## src/rtl/core/bia_lowbit.sv

```systemverilog
`default_nettype none

module bia_lowbit #(
  parameter int WIDTH = 64,
  localparam int IW   = $clog2(WIDTH)
) (
  input  logic [WIDTH-1:0] word,
  output logic             found,
  output logic [IW-1:0]    idx,
  output logic [WIDTH-1:0] onehot
);

  // isolate the lowest set bit, then encode its position
  assign onehot = word & (~word + WIDTH'(1));
  assign found  = |word;

  always_comb begin
    idx = '0;
    for (int i = 0; i < WIDTH; i++) begin
      if (onehot[i]) begin
        idx = idx | IW'(i);
      end
    end
  end

endmodule

`default_nettype wire

```

## config.mk

```make
export PLATFORM = sky130hd
export DESIGN_NAME = bia_lowbit
export DESIGN_NICKNAME = d
export VERILOG_FILES = /design/src/rtl/core/bia_lowbit.sv
export SDC_FILE = /design/constraint.sdc
export NUM_CORES = 1
export LEC_CHECK = 0
export BUFFER_PORTS_ARGS = -buffer_cell sky130_fd_sc_hd__buf_4
export CAP_MARGIN = 20
export CORE_ASPECT_RATIO = 1.75
export CORE_MARGIN = 10
export CORE_UTILIZATION = 45
export DETAILED_ROUTE_END_ITERATION = 6
export PLACE_DENSITY = 0.95
export SYNTH_ARGS = -nofsm -noshare
export SYNTH_HDL_FRONTEND = slang
export SYNTH_SLANG_ARGS = --single-unit
```

## constraint.sdc

```tcl
create_clock -name vclk -period 4.7
set_clock_uncertainty 0.05 [all_clocks]
set_input_delay 0.47 -clock vclk [all_inputs]
set_output_delay 0.47 -clock vclk [all_outputs]
set_load 0.005 [all_outputs]
```

# ---- Word level (Yosys, flattened, before mapping)
# Cells that the tools add are included.
dict set report totals {
  out_inout_bits 71
  regBits 0
  elab_cells 67
  input_bits 64
}
dict set report op_classes {
  add_sub_neg 1
  bitwise_logic 2
  n_mux 63
  n_reduce_logical 1
}
# op count
set op_table {}
lappend op_table {{2-to-1 mux 6 bit} 32}
lappend op_table {{2-to-1 mux 5 bit} 16}
lappend op_table {{adder 64 x 1 -> 64 bit, second input constant} 1}
lappend op_table {{bitwise AND 64 bit} 1}
lappend op_table {{NOT 64 bit} 1}
lappend op_table {{OR reduction 64 bit} 1}
lappend op_table {{2-to-1 mux 4 bit} 8}
lappend op_table {{2-to-1 mux 3 bit} 4}
lappend op_table {{2-to-1 mux 2 bit} 2}
lappend op_table {{2-to-1 mux 1 bit} 1}

# ---- Longest topological paths before layout
# Gate-level depths: netlist (run 1).
dict set report depth {
  word_depth 66
  depth_mapped 9
  mapped_depth_nobuf 7
}

# ---- Worst setup path after synthesis (run 1)
# OpenSTA, ideal clock, no wires.
dict set report synth_path {
  kind {input port to output port}
  start {in word[3]}
  end {out idx[5]}
  path_slack_ps 1686
  t_required_ps 4180
  arrival_ps 2494
  cell_stages 8
  path_buffers 1
  cell_sequence {or4_4 > buf_6 > nor4_4 > nand3_2 > or4_1 > nand3_1 > nor4_1 > nand4_1}
}
dict set report synth_between {
  elab_chain_len 35
}
# element line_no
set synth_lines {}
lappend synth_lines {{from (decl)} 7} ;# input logic [WIDTH-1:0] word,
lappend synth_lines {{NOT 64 bit (*)} 14} ;# assign onehot = word & (~word + WIDTH'(1));
lappend synth_lines {{adder 64 x 1 -> 64 bit (*)} 14}
lappend synth_lines {{bitwise AND 64 bit (*)} 14}
lappend synth_lines {{2-to-1 mux 6 bit (31 in series)} 20} ;# if (onehot[i]) begin
lappend synth_lines {{2-to-1 mux 6 bit (*)} 20}
lappend synth_lines {{to (decl)} 9} ;# output logic [IW-1:0] idx,
# Mark *: on every way between the ends. The rest lies on a longest branch, timed or not.

# ---- Worst setup path after layout (run 1)
dict set report layout_path {
  start {in word[3]}
  end {out idx[3]}
}
dict set report layout_between {
  elab_chain_len 59
}
# element line_no
set layout_lines {}
lappend layout_lines {{NOT 64 bit (*)} 14}
lappend layout_lines {{adder 64 x 1 -> 64 bit (*)} 14}
lappend layout_lines {{bitwise AND 64 bit (*)} 14}
lappend layout_lines {{2-to-1 mux 4 bit (8 in series)} 20}
lappend layout_lines {{2-to-1 mux 5 bit (16 in series)} 20}
lappend layout_lines {{2-to-1 mux 6 bit (31 in series)} 20}
lappend layout_lines {{2-to-1 mux 6 bit (*)} 20}
# Marked as above.

==> impl_results.md, run 1 <==
- Startpoint types: input port
- Final Max Tran Viols: 0
- Final ANT Viol Nets: 0
- RePlAce Congestion: 0.997
- Worst setup EP type: output port
- Count of different cell masters after synthesis: 49
- Ports: 135
- Largest net degree at the start of global routing: 16
- Final worst slack: 1.06 ns
- Row count: 29
- First-pass GRT wire length: 14900 um
- Crit share post-route: between 70 and 80%
- Critical Path, Cell by Cell: buf_4 > or4_4 > nor4_4 > nand3_2 > nor4_1 > nor4_1 > and4b_1 > nand4_1 > buf_4
- First DRT Iteration DRCs: roughly 290
- Synth-to-Final Area Change: 60.2%
- Most common cell after layout, fill and taps aside: buf_4
- Crit Path Class: input port to output port
- Largest vdd supply drop: approximately 0.000038 V
- Slew @ Worst Pin: 0.656 ns
- Initial Util: 47.1%
- Clock buffer count: 0
- DR WL/cell: 21.1 um
- Sum Neg Setup Slack: 0 ns
- Max transition margin: 55.9%
- Antenna violations before repair: 0
- Vias: 3069
- Worst setup startpoint: word[3]
- Syn Nets: 353
- Gr ovfl total: 0
- Final instance area: 2770 um2
- Share of layout cells above drive strength 1: a little under two fifths
- Post-CTS setup buffers: 0
- Final min period: 3.64 ns
- Min-delay src: word[0]
- FF+latch count: 0
- Core ar.: 3660 um2
- Slowest-stage cell, CP: or4_4
- DP Area: between 2000 and 3000 um2
- Largest stage delay on the critical path: roughly 0.59 ns
- Max Freq: 275 MHz
- Reg area: 0 um2
- Buf/Inv on CP: 2
- RSZ-0062 raised after global routing: false
- Port bufs: 135
- # setup viols final: 0
- Worst EP required: 4.18 ns
- Place WS: ~1.1 ns
- Post-DR vias/cell: 6.60
- Final nets: 485
- Max cap viols: 0
- GRT Resource Usage Total: 26.8%
- Synth warn: 0
- Die area: 6810 um2
- Post-cts resize count: 0
- Min-delay worst type: input port to output port
- Wirelength, routed: between 9000 and 10000 um
- Mean Syn Cell Area: 5.97 um2
- Cells after synthesis: slightly below 300
- Crit-path max FO: 15
- Fin. Hold Viols: 0
- Worst EP arrival: 3.12 ns
- Power per cell area: 41.8 nW/um2
- First-pass DRT Iterations: 5
- Top delay family on crit path: simple AND/OR/NAND/NOR gates
- HPWL Detailed: 8480 um
- Vias in the first global route: between 3000 and 4000
- Most frequent cells in the layout: buf_4 (136), nor2_1 (42), nor3_1 (31), nand3_1 (22), and3_1 (21)
- Antenna Cells: 0
- Area of the mapped netlist: 1730 um2
- Status: completed
- Die height: 102 um
- # DRC: 0
- Chip width: approximately 67 um
- Leakage Power: 1.36 nW
- Cts hold-fix bufs: 0
- Register area share after synthesis: 0%
## through the flow
stage          hold slack [ns]  power [mW]  util, %  instances
2_1_floorplan            0.923      0.0355        -        289
3_3_place_gp              1.12       0.109     75.5        465
3_5_place_dp              1.12       0.113     75.5        465
4_1_cts                   1.12       0.113     75.5        465
5_1_grt                   1.13       0.124     75.5        465
6_report                  1.12       0.116     75.5        465
## final timing paths
kind / endpoint / depth (start not counted)
max: idx[3] / 9
min: onehot[0] / 2
## cell usage after synthesis, types with 2 or more instances
cell type | count | area (um2)
a21o_1 | 3 | 22.5
a21oi_1 | 8 | 40.0
a311o_1 | 2 | 20.0
and2_1 | 6 | 37.5
and3_1 | 21 | 131
and3b_1 | 3 | 26.3
buf_4 | 2 | 15.0
clkbuf_1 | 2 | 7.51
inv_1 | 20 | 75.1
nand2_1 | 18 | 67.6
nand3_1 | 22 | 110
nand3_2 | 3 | 30.0
nand3b_1 | 2 | 15.0
nand4_1 | 13 | 81.3
nand4b_1 | 5 | 43.8
nor2_1 | 42 | 158
nor2b_1 | 5 | 31.3
nor3_1 | 31 | 155
nor3_2 | 3 | 30.0
nor3b_1 | 9 | 67.6
nor4_1 | 19 | 119
nor4_2 | 3 | 37.5
nor4_4 | 3 | 63.8
nor4b_1 | 6 | 52.6
o211ai_1 | 2 | 15.0
o21ai_0 | 6 | 30.0
o21bai_1 | 2 | 15.0
or3_1 | 5 | 31.3
or4_1 | 2 | 15.0
or4b_2 | 2 | 20.0
## layout make-up
| class | count | area [um2] |
|---|---|---|
| fillers | 304 | 898 |
| inverters | 20 | 75.1 |
| multi-input cells | 263 | 1610 |
| well taps | 46 | 57.6 |
| repair buffers | 136 | 1020 |
## report_power, final
part / leakage, nW / internal, mW / switching [mW]
logic: 1.36 / 0.0558 / 0.0598
clock network: 0 / 0 / 0
registers: 0 / 0 / 0
total: 1.36 / 0.0558 / 0.0598
## per-layer routing
metal  GRT usage (%)  routed length, um  part of all wire (%)  up-vias
li1                -                  -                     -     1385
met1            24.0               2960                    30     1367
met2            50.0               5120                    52      247
met3            7.78               1050                    11       70
met4            16.5                691                   7.0        0
met5               0                  0                     0        -
## kinds of logic (layout without fill, tap and decap cells)
family                 count (synthesis)  after routing  synth area share (%)
AO/OA/AOI/OAI                         33             33                  13.0
buffers and inverters                 26            156                  6.59
AND/OR/NAND/NOR                      230            230                  80.4
Power figures use the tool's default switching activity.
==> run 2: changes to the inputs <==
--- a/config.mk
+++ b/config.mk
@@ -9,9 +9,9 @@
 export CAP_MARGIN = 20
 export CORE_ASPECT_RATIO = 1.75
 export CORE_MARGIN = 10
-export CORE_UTILIZATION = 45
+export CORE_UTILIZATION = 42
 export DETAILED_ROUTE_END_ITERATION = 6
-export PLACE_DENSITY = 0.95
+export PLACE_DENSITY = 0.91
 export SYNTH_ARGS = -nofsm -noshare
 export SYNTH_HDL_FRONTEND = slang
 export SYNTH_SLANG_ARGS = --single-unit
==> constraint.sdc (replaced) <==
create_clock -name vclk -period 3.6
set_clock_uncertainty 0.05 [all_clocks]
set_input_delay 0.36 -clock vclk [all_inputs]
set_output_delay 0.36 -clock vclk [all_outputs]
set_load 0.005 [all_outputs]
==> run 2 against run 1 <==
Effect of this change: utilization is 3.3 points lower; combinational power increased by 33%; highest routed layer unchanged; critical path depth unchanged; count of clock-buffer cells in the layout is the same; first-iteration DRC count is 20% lower; hold slack got worse by 0.21 ns; worst setup slack worse by 0.86 ns; cell area increased by 2.8%; power is 34% higher; die area rose by 5.4%; via count rose by 0.72%.
==> impl_results.md, run 2 (synthesis results as in run 1) <==
- Worst EP arrival: 2.99 ns (was 3.12 ns)
- Final min period: 3.40 ns
- Max Freq: between 200 and 300 MHz
- Most frequent cells in the layout: buf_4 (146), nor2_1 (42), nor3_1 (31), nand3_1 (22), and3_1 (21) (was buf_4 (136), nor2_1 (42), nor3_1 (31), nand3_1 (22), and3_1 (21))
- Post-cts resize count: 0 (unchanged)
- Antenna violations before repair: 0 (unchanged)
- Chip width: 68.5 um (was 66.8 um)
- Row count: 30 (was 29)
- Final Max Tran Viols: 0 (unchanged)
- Core ar.: 3940 um2 (was 3660 um2)
- Startpoint types: input port (unchanged)
- Die area: 7180 um2 (was 6810 um2)
- First DRT Iteration DRCs: 233 (was 293)
- Vias: 3091 (was 3069)
- Area occupied by multi-input gates: 1610 um2 (unchanged)
- First-pass GRT wire length: 16000 um (was 14900 um)
- # DRC: 0 (unchanged)
- GRT Resource Usage Total: 27.4% (was 26.8%)
- Ports: 135 (unchanged)
- Power per cell area: 54.3 nW/um2 (was 41.8 nW/um2)
- Status: completed (unchanged)
- Gr ovfl total: 0 (unchanged)
- Vias in the first global route: 3289 (was 3136)
- HPWL Detailed: 8980 um (was 8480 um)
- RePlAce Congestion: 1.04 (was 0.997)
- Most common cell after layout, fill and taps aside: buf_4 (unchanged)
- Slew @ Worst Pin: 0.736 ns (was 0.656 ns)
- Initial Util: 43.8% (was 47.1%)
- Synth-to-Final Area Change: 64.7% (was 60.2%)
- Largest vdd supply drop: 0.0000525 V (was 0.0000381 V)
- Post-DR vias/cell: 6.48 (was 6.60)
- DP Area: 2840 um2 (was 2770 um2)
- Crit Path Class: input port to output port (unchanged)
- Die height: 105 um (was 102 um)
- Wirelength, routed: 10300 um (was 9820 um)
- DR WL/cell: 21.6 um (was 21.1 um)
- Cts hold-fix bufs: 0 (unchanged)
- # setup viols final: 0 (unchanged)
- Sum Neg Setup Slack: 0 ns (unchanged)
- Max cap viols: 0 (unchanged)
- WHS: 0.904 ns (was 1.12 ns)
- Worst EP required: 3.19 ns (was 4.18 ns)
- Share of layout cells above drive strength 1: 38.2% (was 36.8%)
- Post-CTS setup buffers: 0 (unchanged)
- RSZ-0062 raised after global routing: false (unchanged)
- Crit-path max FO: 5 (was 15)
- Fin. Hold Viols: 0 (unchanged)
- Reg area: 0 um2 (unchanged)
- Worst setup EP type: output port (unchanged)
- First-pass DRT Iterations: 5 (unchanged)
- Final nets: 495 (was 485)
- Leakage Power: 1.41 nW (was 1.36 nW)
- Antenna Cells: 0 (unchanged)
- Crit share post-route: 94.3%
- FF+latch count: 0 (unchanged)
- Final ANT Viol Nets: 0 (unchanged)
- Largest net degree at the start of global routing: 12 (was 16)
- Fill cells: 354 (was 304)
- Max transition margin: 50.5% (was 55.9%)
- Min-delay worst type: input port to output port (unchanged)
- Port bufs: 135 (unchanged)
- Final instance area: 2840 um2 (was 2770 um2)
- Clock buffer count: 0 (unchanged)
## run 2: cell types whose count changed in the layout (fill, tap and decap cells not counted)
| cell | before | now |
|---|---|---|
| buf_4 | 136 | 146 |
## run 2: worst paths after layout
path     start  cells past startpoint   endpoint
min    word[0]                      2  onehot[0]
max   word[43]                      9     idx[4]
## run 2: power by group
part	leakage, nW	internal [mW]	switching [mW]	total, mW
combinational	1.41	0.0743	0.0801	0.154
clock	0	0	0	0
sequential	0	0	0	0
## run 2: worst max-delay path: stages
cell and delay (ns):
buf_4 0.12, nor4_1 0.66, nand2_1 0.28, nor3_1 0.56, nand2_2 0.21, nor3_1 0.41, nor4_1 0.16, nand4_1 0.12
buf_4 0.11
## run 2: metrics by stage
step                      total power [mW]  utilization, %  instances  setup slack, ns
after global routing                 0.164            72.2        477            0.145
final                                0.154            72.2        477            0.205
after floorplan                     0.0463               -        289            0.806
after detailed placement             0.150            72.2        477            0.321
after CTS                            0.150            72.2        477            0.306
after global placement               0.146            72.2        477            0.149
## run 2: metal layers
metal	share of wire [%]	GRT usage, %	vias up
met1	31	25.1	1405
met2	52	49.6	221
met3	9.8	7.17	63
met4	7.1	16.6	0
met5	0	0	-
li1	-	-	1402
## run 2: cell type report
cell class	count	share of cell area, %
inverter	20	2.64
multi-input combinational	263	56.7
tap	48	2.11
timing repair buffer	146	38.5
